File: src/design/msm_pkg.sv
`timescale 1ns / 1ps

package msm_pkg;

    // Result kinds as they appear on the output channel.
    typedef enum logic [1:0] {
        KIND_MSG   = 2'd0,
        KIND_DELAY = 2'd1,
        KIND_END   = 2'd2,
        KIND_BAD   = 2'd3
    } t_kind;

    // What the back end does with one queue entry.
    typedef enum logic {
        OP_RESULT = 1'b0,
        OP_VOLS   = 1'b1
    } t_op;

    // One classified byte, as handed from the front end to the back end.
    typedef struct packed {
        t_op         op;
        t_kind       kind;
        logic [7:0]  status;
        logic [6:0]  data_one;
        logic [11:0] data_two;
        logic        scale;
        logic [31:0] ticks;
        logic        add_end;
    } t_cmd;

    localparam int QUEUE_DEPTH_DEF = 4;

    localparam logic [7:0] ST_NOTE_OFF = 8'h80;
    localparam logic [7:0] ST_NOTE_ON  = 8'h90;
    localparam logic [7:0] ST_CTRL     = 8'hb0;
    localparam logic [7:0] ST_PROGRAM  = 8'hc0;
    localparam logic [7:0] ST_BEND     = 8'he0;

    localparam logic [6:0] CC_VOLUME    = 7'd7;
    localparam logic [6:0] NOTE_OFF_VEL = 7'd64;

    // Reciprocal of 15 scaled by 2^15; exact for products below 4096.
    localparam logic [11:0] DIV15_MUL   = 12'd2185;
    localparam int          DIV15_SHIFT = 15;

    localparam logic [6:0] VEL_RESET = 7'd127;

    function automatic logic [3:0] chan_map(input logic [3:0] ch);
        logic [3:0] r;
        case (ch)
            4'd15:   r = 4'd9;
            4'd9, 4'd10, 4'd11, 4'd12, 4'd13, 4'd14: r = ch + 4'd1;
            default: r = ch;
        endcase
        return r;
    endfunction

    function automatic logic [6:0] ctrl_map(input logic [7:0] idx);
        logic [6:0] r;
        case (idx)
            8'd2:    r = 7'd1;
            8'd3:    r = 7'd7;
            8'd4:    r = 7'd10;
            8'd5:    r = 7'd11;
            8'd6:    r = 7'd91;
            8'd7:    r = 7'd93;
            8'd8:    r = 7'd64;
            8'd9:    r = 7'd67;
            8'd10:   r = 7'd120;
            8'd11:   r = 7'd123;
            8'd12:   r = 7'd126;
            8'd13:   r = 7'd127;
            8'd14:   r = 7'd121;
            default: r = 7'd0;
        endcase
        return r;
    endfunction

    // 100 * volume / 15, rounded down.
    function automatic logic [6:0] vol_level(input logic [3:0] vol);
        logic [6:0] r;
        case (vol)
            4'd1:    r = 7'd6;
            4'd2:    r = 7'd13;
            4'd3:    r = 7'd20;
            4'd4:    r = 7'd26;
            4'd5:    r = 7'd33;
            4'd6:    r = 7'd40;
            4'd7:    r = 7'd46;
            4'd8:    r = 7'd53;
            4'd9:    r = 7'd60;
            4'd10:   r = 7'd66;
            4'd11:   r = 7'd73;
            4'd12:   r = 7'd80;
            4'd13:   r = 7'd86;
            4'd14:   r = 7'd93;
            4'd15:   r = 7'd100;
            default: r = 7'd0;
        endcase
        return r;
    endfunction

    function automatic logic [7:0] magic_byte(input logic [1:0] idx);
        logic [7:0] r;
        case (idx)
            2'd0:    r = 8'h4d;
            2'd1:    r = 8'h55;
            2'd2:    r = 8'h53;
            default: r = 8'h1a;
        endcase
        return r;
    endfunction

endpackage

File: src/design/msm_front.sv
`timescale 1ns / 1ps

module msm_front
    import msm_pkg::*;
(
    input  logic       i_clk,
    input  logic       i_rst_n,
    input  logic       i_valid,
    input  logic [7:0] i_data_byte,
    input  logic       i_song_start,
    input  logic [3:0] i_music_volume,
    input  logic       i_full,
    output logic       o_stall,
    output logic       o_push,
    output t_cmd       o_cmd
);

    typedef enum logic [7:0] {
        PH_HEADER = 8'b0000_0001,
        PH_SKIP   = 8'b0000_0010,
        PH_HEAD   = 8'b0000_0100,
        PH_DATA   = 8'b0000_1000,
        PH_VEL    = 8'b0001_0000,
        PH_VALUE  = 8'b0010_0000,
        PH_DELAY  = 8'b0100_0000,
        PH_DONE   = 8'b1000_0000
    } t_phase;

    t_phase      r_phase, n_phase;
    logic [16:0] r_pos, n_pos;
    logic [15:0] r_start, n_start;
    logic [16:0] r_end, n_end;
    logic [2:0]  r_etype, n_etype;
    logic [3:0]  r_echan, n_echan;
    logic        r_elast, n_elast;
    logic [7:0]  r_pend, n_pend;
    logic [6:0]  r_vel [16];
    logic [6:0]  n_vel [16];
    logic [31:0] r_dacc, n_dacc;
    logic        r_magic, n_magic;

    logic        w_acc;
    logic [7:0]  w_mul_a;
    logic [11:0] w_prod;
    logic [7:0]  w_mch;

    assign w_acc   = i_valid && !i_full;
    assign o_stall = i_full;
    assign w_mch   = {4'd0, chan_map(r_echan)};
    assign w_prod  = {4'd0, w_mul_a} * {8'd0, i_music_volume};

    always_comb begin
        case (r_phase)
            PH_DATA: w_mul_a = {1'b0, r_vel[r_echan]};
            PH_VEL:  w_mul_a = {1'b0, i_data_byte[6:0]};
            default: w_mul_a = i_data_byte;
        endcase
    end

    always_comb begin
        t_phase      ph;
        logic [16:0] pos;
        logic        magic;
        logic        main;
        logic        chk_end;
        logic        last_now;
        logic        evt_done;
        logic [15:0] startf;
        logic [16:0] endf;
        logic [16:0] pos1;
        logic [7:0]  b;

        b       = i_data_byte;
        ph      = i_song_start ? PH_HEADER : r_phase;
        pos     = i_song_start ? 17'd0 : r_pos;
        magic   = i_song_start ? 1'b1 : r_magic;

        n_phase = r_phase;
        n_pos   = r_pos;
        n_start = r_start;
        n_end   = r_end;
        n_etype = r_etype;
        n_echan = r_echan;
        n_elast = r_elast;
        n_pend  = r_pend;
        n_vel   = r_vel;
        n_dacc  = r_dacc;
        n_magic = r_magic;

        if (i_song_start) begin
            n_phase = PH_HEADER;
            n_pos   = 17'd0;
            n_start = 16'd0;
            n_end   = 17'd0;
            n_etype = 3'd0;
            n_echan = 4'd0;
            n_elast = 1'b0;
            n_pend  = 8'd0;
            n_dacc  = 32'd0;
            n_magic = 1'b1;
            for (int i = 0; i < 16; i++) begin
                n_vel[i] = VEL_RESET;
            end
        end

        o_cmd          = '0;
        o_cmd.op       = OP_RESULT;
        o_cmd.kind     = KIND_MSG;
        o_push         = 1'b0;
        main           = 1'b0;
        chk_end        = 1'b0;
        last_now       = r_elast;
        evt_done       = 1'b0;
        startf         = {b, r_start[7:0]};
        endf           = r_end + {1'b0, startf};
        pos1           = pos + 17'd1;

        case (ph)
            PH_HEADER: begin
                n_pos = pos1;
                if (pos < 17'd4 && b != magic_byte(pos[1:0])) begin
                    n_magic = 1'b0;
                end
                if (pos == 17'd4) begin
                    n_end = {9'd0, b};
                end
                if (pos == 17'd5) begin
                    n_end = {1'b0, b, r_end[7:0]};
                end
                if (pos == 17'd6) begin
                    n_start = {8'd0, b};
                end
                if (pos == 17'd7) begin
                    n_start = startf;
                    n_end   = endf;
                    o_push  = 1'b1;
                    if (!magic || endf < 17'd16 || {1'b0, startf} >= endf
                        || startf < 16'd8) begin
                        o_cmd.kind = KIND_BAD;
                        n_phase    = PH_DONE;
                        n_pos      = pos;
                    end else begin
                        o_cmd.op = OP_VOLS;
                        n_phase  = (startf == 16'd8) ? PH_HEAD : PH_SKIP;
                    end
                end
            end
            PH_SKIP: begin
                chk_end = 1'b1;
                if (pos1 >= {1'b0, r_start}) begin
                    n_phase = PH_HEAD;
                end
            end
            PH_HEAD: begin
                n_elast  = b[7];
                n_etype  = b[6:4];
                n_echan  = b[3:0];
                last_now = b[7];
                if (b[6:4] == 3'd5) begin
                    o_push     = 1'b1;
                    o_cmd.kind = KIND_END;
                    n_phase    = PH_DONE;
                end else begin
                    chk_end = 1'b1;
                    if (b[6:4] >= 3'd6) begin
                        evt_done = 1'b1;
                    end else begin
                        n_phase = PH_DATA;
                    end
                end
            end
            PH_DATA: begin
                chk_end = 1'b1;
                n_pend  = b;
                case (r_etype)
                    3'd0: begin
                        main           = 1'b1;
                        o_cmd.status   = ST_NOTE_OFF | w_mch;
                        o_cmd.data_one = b[6:0];
                        o_cmd.data_two = {5'd0, NOTE_OFF_VEL};
                        evt_done       = 1'b1;
                    end
                    3'd1: begin
                        if (b[7]) begin
                            n_phase = PH_VEL;
                        end else begin
                            main           = 1'b1;
                            o_cmd.status   = ST_NOTE_ON | w_mch;
                            o_cmd.data_one = b[6:0];
                            o_cmd.data_two = w_prod;
                            o_cmd.scale    = 1'b1;
                            evt_done       = 1'b1;
                        end
                    end
                    3'd2: begin
                        main           = 1'b1;
                        o_cmd.status   = ST_BEND | w_mch;
                        o_cmd.data_one = {b[0], 6'd0};
                        o_cmd.data_two = {5'd0, b[7:1]};
                        evt_done       = 1'b1;
                    end
                    3'd3: begin
                        if (b >= 8'd10 && b <= 8'd14) begin
                            main           = 1'b1;
                            o_cmd.status   = ST_CTRL | w_mch;
                            o_cmd.data_one = ctrl_map(b);
                        end
                        evt_done = 1'b1;
                    end
                    default: begin
                        n_phase = PH_VALUE;
                    end
                endcase
            end
            PH_VEL: begin
                chk_end          = 1'b1;
                n_vel[r_echan]   = b[6:0];
                main             = 1'b1;
                o_cmd.status     = ST_NOTE_ON | w_mch;
                o_cmd.data_one   = r_pend[6:0];
                o_cmd.data_two   = w_prod;
                o_cmd.scale      = 1'b1;
                evt_done         = 1'b1;
            end
            PH_VALUE: begin
                chk_end  = 1'b1;
                evt_done = 1'b1;
                if (r_pend == 8'd0) begin
                    main           = 1'b1;
                    o_cmd.status   = ST_PROGRAM | w_mch;
                    o_cmd.data_one = b[6:0];
                end else if (r_pend < 8'd10) begin
                    main           = 1'b1;
                    o_cmd.status   = ST_CTRL | w_mch;
                    o_cmd.data_one = ctrl_map(r_pend);
                    if (r_pend == 8'd3) begin
                        o_cmd.data_two = w_prod;
                        o_cmd.scale    = 1'b1;
                    end else begin
                        o_cmd.data_two = {4'd0, b};
                    end
                end
            end
            PH_DELAY: begin
                chk_end = 1'b1;
                n_dacc  = {r_dacc[24:0], b[6:0]};
                if (!b[7]) begin
                    main        = 1'b1;
                    o_cmd.kind  = KIND_DELAY;
                    o_cmd.ticks = {r_dacc[24:0], b[6:0]};
                    n_phase     = PH_HEAD;
                end
            end
            default: begin
                n_phase = r_phase;
            end
        endcase

        if (evt_done) begin
            if (last_now) begin
                n_dacc  = 32'd0;
                n_phase = PH_DELAY;
            end else begin
                n_phase = PH_HEAD;
            end
        end

        if (chk_end) begin
            n_pos = pos1;
            if (pos1 >= r_end && n_phase != PH_DONE) begin
                n_phase = PH_DONE;
                if (main) begin
                    o_cmd.add_end = 1'b1;
                end else begin
                    o_cmd      = '0;
                    o_cmd.op   = OP_RESULT;
                    o_cmd.kind = KIND_END;
                end
                o_push = 1'b1;
            end
        end
        if (main) begin
            o_push = 1'b1;
        end
        o_push = o_push && w_acc;
    end

    always_ff @(posedge i_clk) begin
        if (!i_rst_n) begin
            r_phase <= PH_HEADER;
            r_pos   <= '0;
            r_start <= '0;
            r_end   <= '0;
            r_etype <= '0;
            r_echan <= '0;
            r_elast <= 1'b0;
            r_pend  <= '0;
            r_dacc  <= '0;
            r_magic <= 1'b1;
            for (int i = 0; i < 16; i++) begin
                r_vel[i] <= VEL_RESET;
            end
        end else if (w_acc) begin
            r_phase <= n_phase;
            r_pos   <= n_pos;
            r_start <= n_start;
            r_end   <= n_end;
            r_etype <= n_etype;
            r_echan <= n_echan;
            r_elast <= n_elast;
            r_pend  <= n_pend;
            r_dacc  <= n_dacc;
            r_magic <= n_magic;
            r_vel   <= n_vel;
        end
    end

endmodule

File: src/design/msm_queue.sv
`timescale 1ns / 1ps

module msm_queue
    import msm_pkg::*;
#(
    parameter int DEPTH = QUEUE_DEPTH_DEF
) (
    input  logic i_clk,
    input  logic i_rst_n,
    input  logic i_push,
    input  t_cmd i_cmd,
    input  logic i_pop,
    output logic o_full,
    output logic o_nonempty,
    output t_cmd o_cmd
);

    localparam int AW = (DEPTH > 1) ? $clog2(DEPTH) : 1;
    localparam int CW = $clog2(DEPTH + 1);

    t_cmd          r_mem [DEPTH];
    logic [AW-1:0] r_wr, n_wr;
    logic [AW-1:0] r_rd, n_rd;
    logic [CW-1:0] r_cnt, n_cnt;

    assign o_full     = (r_cnt == CW'(DEPTH));
    assign o_nonempty = (r_cnt != '0);
    assign o_cmd      = r_mem[r_rd];

    always_comb begin
        n_wr  = r_wr;
        n_rd  = r_rd;
        n_cnt = r_cnt;
        if (i_push) begin
            n_wr = (r_wr == AW'(DEPTH - 1)) ? '0 : r_wr + AW'(1);
        end
        if (i_pop) begin
            n_rd = (r_rd == AW'(DEPTH - 1)) ? '0 : r_rd + AW'(1);
        end
        if (i_push && !i_pop) begin
            n_cnt = r_cnt + CW'(1);
        end else if (i_pop && !i_push) begin
            n_cnt = r_cnt - CW'(1);
        end
    end

    always_ff @(posedge i_clk) begin
        if (!i_rst_n) begin
            r_wr  <= '0;
            r_rd  <= '0;
            r_cnt <= '0;
        end else begin
            r_wr  <= n_wr;
            r_rd  <= n_rd;
            r_cnt <= n_cnt;
        end
    end

    always_ff @(posedge i_clk) begin
        if (i_push) begin
            r_mem[r_wr] <= i_cmd;
        end
    end

endmodule

File: src/design/msm_back.sv
`timescale 1ns / 1ps

module msm_back
    import msm_pkg::*;
(
    input  logic        i_clk,
    input  logic        i_rst_n,
    input  logic        i_q_nonempty,
    input  t_cmd        i_q_cmd,
    input  logic [3:0]  i_music_volume,
    input  logic        i_stall,
    output logic        o_pop,
    output logic        o_valid,
    output logic [1:0]  o_result_kind,
    output logic [7:0]  o_midi_status,
    output logic [6:0]  o_midi_data_one,
    output logic [6:0]  o_midi_data_two,
    output logic [31:0] o_delay_ticks,
    output logic        o_last_of_run
);

    logic        r_valid;
    logic [3:0]  r_cnt, n_cnt;
    logic [1:0]  r_kind, n_kind;
    logic [7:0]  r_status, n_status;
    logic [6:0]  r_d1, n_d1;
    logic [6:0]  r_d2, n_d2;
    logic [31:0] r_ticks, n_ticks;
    logic        r_last, n_last;

    logic        w_load;
    logic        w_done;
    logic [23:0] w_quot;

    assign w_load = i_q_nonempty && (!r_valid || !i_stall);
    assign o_pop  = w_load && w_done;
    assign w_quot = {12'd0, i_q_cmd.data_two} * {12'd0, DIV15_MUL};

    always_comb begin
        n_kind   = KIND_MSG;
        n_status = '0;
        n_d1     = '0;
        n_d2     = '0;
        n_ticks  = '0;
        n_last   = 1'b1;
        w_done   = 1'b1;
        if (i_q_cmd.op == OP_VOLS) begin
            n_status = ST_CTRL | {4'd0, chan_map(r_cnt)};
            n_d1     = CC_VOLUME;
            n_d2     = vol_level(i_music_volume);
            n_last   = (r_cnt == 4'hf);
            w_done   = n_last;
        end else if (r_cnt == 4'd0) begin
            n_kind   = i_q_cmd.kind;
            n_status = i_q_cmd.status;
            n_d1     = i_q_cmd.data_one;
            n_d2     = i_q_cmd.scale ? w_quot[DIV15_SHIFT +: 7] : i_q_cmd.data_two[6:0];
            n_ticks  = i_q_cmd.ticks;
            n_last   = !i_q_cmd.add_end;
            w_done   = !i_q_cmd.add_end;
        end else begin
            n_kind = KIND_END;
        end
        n_cnt = w_done ? 4'd0 : r_cnt + 4'd1;
    end

    always_ff @(posedge i_clk) begin
        if (!i_rst_n) begin
            r_valid <= 1'b0;
            r_cnt   <= '0;
        end else if (w_load) begin
            r_valid <= 1'b1;
            r_cnt   <= n_cnt;
        end else if (!i_stall) begin
            r_valid <= 1'b0;
        end
    end

    always_ff @(posedge i_clk) begin
        if (w_load) begin
            r_kind   <= n_kind;
            r_status <= n_status;
            r_d1     <= n_d1;
            r_d2     <= n_d2;
            r_ticks  <= n_ticks;
            r_last   <= n_last;
        end
    end

    assign o_valid         = r_valid;
    assign o_result_kind   = r_kind;
    assign o_midi_status   = r_status;
    assign o_midi_data_one = r_d1;
    assign o_midi_data_two = r_d2;
    assign o_delay_ticks   = r_ticks;
    assign o_last_of_run   = r_last;

endmodule

File: src/design/mus_score_to_midi_converter.sv
`timescale 1ns / 1ps

// Channel    Direction  Handshake              Payload
// input      in         i_valid / o_stall      i_data_byte, i_song_start
// output     out        o_valid / i_stall      o_result_kind .. o_last_of_run
// config     in         psel/penable/pready    paddr, pwdata, pwrite, prdata
//
// A byte is taken in every cycle while the command queue has room; the parser
// handles it in that cycle and writes at most one queue entry.
// The result stage gives one beat per cycle unless the receiver stalls: most
// bytes make one beat or none, a message that ends the score two, a good header
// sixteen. Such bursts and receiver stalls can fill the queue and stall input.
// Reset is synchronous and active low; it needs no clearing pass.
module mus_score_to_midi_converter
    import msm_pkg::*;
#(
    parameter int QUEUE_DEPTH = QUEUE_DEPTH_DEF
) (
    input  logic        i_clk,
    input  logic        i_rst_n,
    input  logic        i_valid,
    output logic        o_stall,
    input  logic [7:0]  i_data_byte,
    input  logic        i_song_start,
    output logic        o_valid,
    input  logic        i_stall,
    output logic [1:0]  o_result_kind,
    output logic [7:0]  o_midi_status,
    output logic [6:0]  o_midi_data_one,
    output logic [6:0]  o_midi_data_two,
    output logic [31:0] o_delay_ticks,
    output logic        o_last_of_run,
    input  logic        psel,
    input  logic        penable,
    input  logic        pwrite,
    input  logic [2:0]  paddr,
    input  logic [31:0] pwdata,
    output logic [31:0] prdata,
    output logic        pready
);

    // The single register, music volume, sits at byte addresses zero to three.
    logic [3:0] r_vol;
    logic       w_cfg_wr;

    logic       w_push;
    logic       w_pop;
    logic       w_full;
    logic       w_nonempty;
    t_cmd       w_cmd_in;
    t_cmd       w_cmd_out;

    assign pready   = 1'b1;
    assign w_cfg_wr = psel && penable && pwrite && pready && !paddr[2];
    assign prdata   = paddr[2] ? 32'd0 : {28'd0, r_vol};

    always_ff @(posedge i_clk) begin
        if (!i_rst_n) begin
            r_vol <= 4'd8;
        end else if (w_cfg_wr) begin
            r_vol <= pwdata[3:0];
        end
    end

    // The front end parses bytes and classifies each into at most one queue entry.
    msm_front u_front (
        .i_clk          (i_clk),
        .i_rst_n        (i_rst_n),
        .i_valid        (i_valid),
        .i_data_byte    (i_data_byte),
        .i_song_start   (i_song_start),
        .i_music_volume (r_vol),
        .i_full         (w_full),
        .o_stall        (o_stall),
        .o_push         (w_push),
        .o_cmd          (w_cmd_in)
    );

    msm_queue #(
        .DEPTH (QUEUE_DEPTH)
    ) u_queue (
        .i_clk      (i_clk),
        .i_rst_n    (i_rst_n),
        .i_push     (w_push),
        .i_cmd      (w_cmd_in),
        .i_pop      (w_pop),
        .o_full     (w_full),
        .o_nonempty (w_nonempty),
        .o_cmd      (w_cmd_out)
    );

    // The back end expands each entry into output beats, finishing the
    // division by fifteen that the scaled velocities and volume values still need.
    msm_back u_back (
        .i_clk           (i_clk),
        .i_rst_n         (i_rst_n),
        .i_q_nonempty    (w_nonempty),
        .i_q_cmd         (w_cmd_out),
        .i_music_volume  (r_vol),
        .i_stall         (i_stall),
        .o_pop           (w_pop),
        .o_valid         (o_valid),
        .o_result_kind   (o_result_kind),
        .o_midi_status   (o_midi_status),
        .o_midi_data_one (o_midi_data_one),
        .o_midi_data_two (o_midi_data_two),
        .o_delay_ticks   (o_delay_ticks),
        .o_last_of_run   (o_last_of_run)
    );

`ifndef SYNTHESIS
    a_no_push_when_full: assert property (@(posedge i_clk) disable iff (!i_rst_n)
        w_push |-> !w_full)
        else $error("parser wrote into a full queue");

    a_end_is_last: assert property (@(posedge i_clk) disable iff (!i_rst_n)
        o_valid && (o_result_kind == KIND_END || o_result_kind == KIND_BAD)
        |-> o_last_of_run)
        else $error("song end or bad header beat not last of its run");

    a_plain_fields_zero: assert property (@(posedge i_clk) disable iff (!i_rst_n)
        o_valid && o_result_kind != KIND_MSG
        |-> o_midi_status == 8'd0 && o_midi_data_one == 7'd0 && o_midi_data_two == 7'd0)
        else $error("MIDI fields set on a non-message beat");

    a_ticks_only_delay: assert property (@(posedge i_clk) disable iff (!i_rst_n)
        o_valid && o_result_kind != KIND_DELAY |-> o_delay_ticks == 32'd0)
        else $error("tick count set on a non-delay beat");
`endif

endmodule

File: config.mk
export PLATFORM = sky130hd
export DESIGN_NAME = mus_score_to_midi_converter
export DESIGN_NICKNAME = d
export VERILOG_FILES = /design/src/design/msm_pkg.sv /design/src/design/msm_front.sv /design/src/design/msm_queue.sv /design/src/design/msm_back.sv /design/src/design/mus_score_to_midi_converter.sv
export SDC_FILE = /design/constraint.sdc
export NUM_CORES = 1
export LEC_CHECK = 0
export BUFFER_PORTS_ARGS = -buffer_cell sky130_fd_sc_hd__clkbuf_2
export CORE_MARGIN = 2
export CORE_UTILIZATION = 46
export CTS_BUF_LIST = sky130_fd_sc_hd__clkbuf_8 sky130_fd_sc_hd__clkbuf_16
export CTS_CLUSTER_DIAMETER = 150
export CTS_CLUSTER_SIZE = 30
export DETAILED_ROUTE_END_ITERATION = 12
export GPL_TIMING_DRIVEN = 1
export SLEW_MARGIN = 20
export SYNTH_ARGS = -nofsm -noshare
export SYNTH_HDL_FRONTEND = slang
export SYNTH_SLANG_ARGS = --single-unit
File: constraint.sdc
create_clock -name i_clk -period 16.2 [get_ports i_clk]
set_input_delay 2.43 -clock i_clk [delete_from_list [all_inputs] [get_ports i_clk]]
set_output_delay 2.43 -clock i_clk [all_outputs]
set_load 0.005 [all_outputs]
==> Word level (Yosys, flattened, before mapping) <==
Memory sizes are Yosys's and may differ from the RTL's. A register that Yosys moved wholly into a read port is not among the register bits.
Index checks and enable logic that the tools add are counted.
{ "word_totals": {"ff_bits": 292, "mem_bits_rw": 256, "romBits": 336, "in_bits": 51, "out_inout_bits": 92, "wordCells": 288, "n_memories": 4} }
{ "memory_table": {"columns": ["name", "depth", "width", "rd", "rd_clocked_by_memory_dff", "wr", "line", "source"], "rows": [
  ["u_queue.r_mem", 4, 64, 1, 1, 1, "msm_queue.sv:21", "t_cmd r_mem [DEPTH];"],
  ["(no name shown)", 16, 7, 1, 1, 0, "msm_pkg.sv:82", "case (vol)"],
  ["(no name shown)", 16, 7, 1, 0, 0, "msm_pkg.sv:60", "case (idx)"],
  ["(no name shown)", 16, 7, 1, 1, 0, "msm_pkg.sv:60", null]
]} }
{ "classes": {"addsub": 8, "n_mul": 2, "magnitude_cmp": 12, "eq_ne": 43, "mux": 127, "bitwise": 2, "reduce_logical": 46} }
{ "op_table": {"columns": ["operator", "n"], "rows": [
  ["112-bit 2-to-1 mux", 2],
  ["32-bit 2-to-1 mux", 6],
  ["17-bit 2-to-1 mux", 10],
  ["64-bit 2-to-1 mux", 2],
  ["8-bit 2-to-1 mux", 15],
  ["112-bit bitwise mux", 1],
  ["28-bit case mux with 3 select lines", 1],
  ["17-bit by 3-bit == test with 1-bit output (second input constant)", 4],
  ["16-bit 2-to-1 mux", 4],
  ["63-bit 2-to-1 mux", 1],
  ["7-bit 2-to-1 mux", 9],
  ["15-bit case mux with 4 select lines", 1],
  ["4-bit == test (second input constant)", 14],
  ["28-bit 2-to-1 mux", 2],
  ["8-bit case mux with 6 select lines", 1],
  ["4-bit 2-to-1 mux", 9],
  ["12-bit case mux with 3 select lines", 1],
  ["8-bit case mux with 2 select lines", 2],
  ["1-bit 2-to-1 mux", 30],
  ["15-bit 2-to-1 mux", 2],
  ["7-bit binary-select mux with 4-bit select", 1],
  ["7-bit demux with 4-bit select", 1],
  ["12-bit by 12-bit multiplier with 22-bit output (second input constant)", 1],
  ["3-bit 2-to-1 mux", 7],
  ["62 further kinds", 113]
]} }

==> Depth between registers and ports, before layout <==
{ "logic_depth": {"ltp_word": 19, "depth_mapped": 26} }

==> Cells and area by module <==
From an unflattened synthesis, not the netlist that was laid out.
{ "hier_totals": {"hier_cells": 2507, "area_unflattened_um2": 28367.2} }
{ "by_module_without_submodules": {"columns": ["mod", "instances", "cells_each", "area_per_inst_um2", "seq_area_each_um2"], "rows": [
  ["msm_front", 1, 1725, 14132.3, 4384.2],
  ["msm_queue", 1, 378, 9769.4, 7867.5],
  ["msm_back", 1, 351, 4033.9, 1811.7],
  ["mus_score_to_midi_converter", 1, 53, 431.7, 80.1]
]} }

==> Worst setup path before layout <==
Ideal clock, no wire load.
{ "synth_timing": {"path_type": "input-to-reg", "startpoint": "input port i_song_start", "endpoint": "memory u_queue.r_mem[0][0] (netlist bit), enable pin", "arrival_ps": 7417, "setup_slack_ps": 8354, "stages": 18, "n_path_buf": 2, "path_cell_list": "clkbuf_1 > clkinv_1 > clkbuf_1 > nand2_1 > inv_1 > ha_1 > nand4_1 > nor4_1 > and2_1 > xnor2_1 > nor2_1 > ha_1 > nand4_1 > o41ai_1 > a2111o_1 > a21boi_1 > nor2_1 > and2_1"} }
{ "synth_via": {"elab_chain_cells": 17} }
{ "synth_lines": {"columns": ["element", "line", "source"], "rows": [
  ["start: declaration", "mus_score_to_midi_converter.sv:24", "input logic i_song_start,"],
  ["branches (longest 13 deep; another with 17-bit by 1-bit adder with 17-bit output)", null, null],
  ["1-bit 2-to-1 mux (*)", "msm_front.sv:282", "if (main) begin"],
  ["1-bit logical AND (*)", "msm_front.sv:285", "o_push = o_push && w_acc;"],
  ["via u_front.o_push", "msm_front.sv:14", "output logic o_push,"],
  ["1-bit 2-to-1 mux (*)", "msm_queue.sv:60", "if (i_push) begin"],
  ["1-bit 2-to-1 mux (not written as such) (*)", "msm_queue.sv:61", "r_mem[r_wr] <= i_cmd;"],
  ["end: declaration", "msm_queue.sv:21", null]
]} }
Mark *: on every way through the listed nets, which the timed path passes.

==> Worst setup path in the final report <==
{ "layout_timing": {"startpoint": "input port i_song_start", "endpoint": "memory u_queue.r_mem[2][32] (netlist bit), enable pin"} }
Same word-level chain as after synthesis.

==> impl_metrics.ini <==
[run]
max_cap_violations = 0

[grt]
grt_max_degree = 117
antenna_found_initial = 1
grt_first_pass_wirelength_um = 110000
grt_pass1_vias = 19504
grt_usage = 0.222
globalRoute.totalOverflow = 0

[detailed_routing]
first_iter_violations = 1795
vias_per_cell = 6.01
drt-total-wl_um = 71300
drc = 0
vias = 19868
firstDrtPassIters = 8
ant_nets = 0
wire_per_inst_um = 21.6

[logic_synthesis]
async_reset_ff_frac = 0
avgSynthCellArea_um2 = 11.3
yosys.area.top_type_share = 0.333
post-synth-top-area-cell = edfxtp_1
synth_enable_flop_cells = 313
synth_top_cells_by_count = edfxtp_1, nand2_1, dfxtp_1
synth_cells = 2507
synth_area_leaders = edfxtp_1, dfxtp_1, mux4_2, ha_1, nand2_1
ys_seq_elements = 557
ys_seq_area_frac = 0.505
yosys_warnings = 0
synth_most_common_cell = edfxtp_1
syn_area_um2 = 28300
synth_cell_types = 92
ys.flop_type = edfxtp_1

[cts]
clkLatencyLatePin_ns = 0.59
hold_buffers = 0
cts-htree-levels = 1
tritoncts = yes
clkTransAtPathRegs_ns = 0.11
cts_buffers = 22
clk_path_buf_depth = 3
cts_resized = 0
cts_setup_buffers = 0
clock-sinks = 557
clockRootBuffer = clkbuf_16

[sta]
finalSetupViolCount = 0
max_slew_margin = 0.156
final_max_slew_viol_count = 0
hold_viol_final = 0
period_minus_slack_ns = 7.84
tightestPinTransition_ns = 1.25
finalCritPeriodShare = 0.484
final.setup.tns_ns = 0
fmax_mhz = 128
rsz0062_at_grt = false
finClkSkew_ns = 0.0217

[placement]
port_buffers = 83
routabilityCongestion = 0.886
dp_hpwl_um = 47800

[setup_path]
r2r_start = u_front.r_echan[1]$_SDFFE_PN0P_
crit_slowest_cell = buf_4
startpoint_type = primary input
crit_chain = clkbuf_2 -> clkinv_1 -> buf_4 -> nand2_1 -> inv_1 -> ha_1 -> nand4_1 -> nor4_1 -> and2_1 -> xnor2_1 -> nor2_1 -> ha_1 -> nand4_1 -> o41ai_1 -> a2111o_1 -> a21boi_1 -> nor2_1 -> and2_4 -> buf_4
worstSetupPathType = in -> reg
cp.arrival_ns = 8.05
cp.required_ns = 16.41
cp-end-kind = flip-flop
crit_start = i_song_start
slowest_delay_ns = 0.69
cp_max_fo = 58

[die]
die_w_um = 252
io_pins = 143
core-area_um2 = 60600
start_util = 0.467
num_rows = 90
die_y_um = 252
die_area_um2 = 63400

[min_path]
hold_class = reg -> reg
worstHoldStart = u_front.r_vel[65]$_SDFFE_PN1P_

[finish]
areaGrowthSynthToFinish_pct = 6.04
fin_nets = 2752
finish.utilization = 0.495
n_antenna_cell = 0
drive_gt1_frac = 0.112

[pwr]
ir_drop_mv = 0.0650
cellPowerDensity_nw_per_um2 = 90.6
leakagePower_uw = 0.0112

[status]
status = finished clean
[registers in the layout, summed over array words and instances (netlist names), 4 cells and up, named ones only]
| signal | count |
|---|---|
| u_back.r_cnt | 4 |
| u_front.r_end | 17 |
| u_back.o_midi_data_one | 7 |
| u_queue.r_mem | 256 |
| u_front.r_pos | 17 |
| u_back.o_midi_status | 8 |
| u_front.r_vel | 112 |
| u_back.o_midi_data_two | 7 |
| u_front.r_echan | 4 |
| u_back.o_delay_ticks | 32 |
| u_front.r_phase | 8 |
| u_front.r_pend | 8 |
| u_front.r_start | 16 |
| u_front.r_dacc | 25 |
| r_vol | 4 |
[path summary, 6_finish.rpt]
path,to,depth (start not counted),slack [ns]
max,u_queue.r_mem[2][32]$_DFFE_PP_,19,8.36
min reg2reg,u_front.r_vel[65]$_SDFFE_PN1P_,2,0.48
min,u_front.r_vel[65]$_SDFFE_PN1P_,2,0.48
max reg2reg,u_queue.r_mem[1][45]$_DFFE_PP_,18,10.26
[cells by family after synthesis]
group | share of synthesized area
AOI/OAI and AO/OA | 0.127
xor gates and xnor gates | 0.0164
adders and majority gates | 0.0910
buffers and inverters | 0.0438
DFF | 0.505
muxes | 0.0902
other | 0.000266
and+or+nand+nor | 0.126
[stage by stage]
step                instances  total power [uW]  hold WS, ns  worst slack (ns)  cell area, um2
floorplan                2534              1890        0.436              8.35           28400
global placement         3265              2050        0.446              7.82           29300
detailed placement       3265              2060        0.451              7.86           29300
CTS                      3303              2740        0.480              8.46           29900
global route             3304              2830        0.507              7.99           30000
finish                   3304              2720        0.482              8.36           30000
[final cells by class]
class                   instances  area [um2]
inverters                     132         497
clock inverters                15        76.3
multi-input cells            1683       12900
repair buffers                112         659
clock buffers                  23         576
flip-flops and latches        557       14300
well taps                     782         978
fillers                      5451       30600
[report_power, final]
part           internal, uW  switching [uW]  total, uW
Combinational           150             272        421
Sequential             1570            33.3       1600
Clock                   264             428        692
[metal layers]
metal / track usage / vias to the layer above / wire length, um
li1: - / 9244 / -
met1: 0.298 / 9856 / 30800
met2: 0.377 / 656 / 34200
met3: 0.0312 / 110 / 4270
met4: 0.0617 / 2 / 1930
met5: 0 / - / 13
[worst max-delay path, delay by kind of cell]
kind / cells / cell delay, ns
and+or+nand+nor: 8 / 2.08
buffers and inverters: 5 / 1.37
adders and majority gates: 2 / 0.85
AOI/OAI and AO/OA: 3 / 1.09
xor gates and xnor gates: 1 / 0.12
[cell usage in the layout (no fill, tap or decap), drive strengths merged, types with 14 or more instances in the layout]
cell type	n
nor3	30
nand3	51
a21oi	107
buf	30
nand4	23
nor4	14
nor2	175
nor2b	17
edfxtp	313
mux4	101
clkbuf	105
fa	21
ha	172
mux2i	15
xnor2	26
a32oi	14
o22ai	126
nand2b	16
a31oi	20
nand2	257
inv	144
dfxtp	244
xor2	27
conb	29
a22oi	61
o21ai	71
and2	91
a211oi	17
a21o	31
No activity file was read; power rests on OpenSTA's default activity.
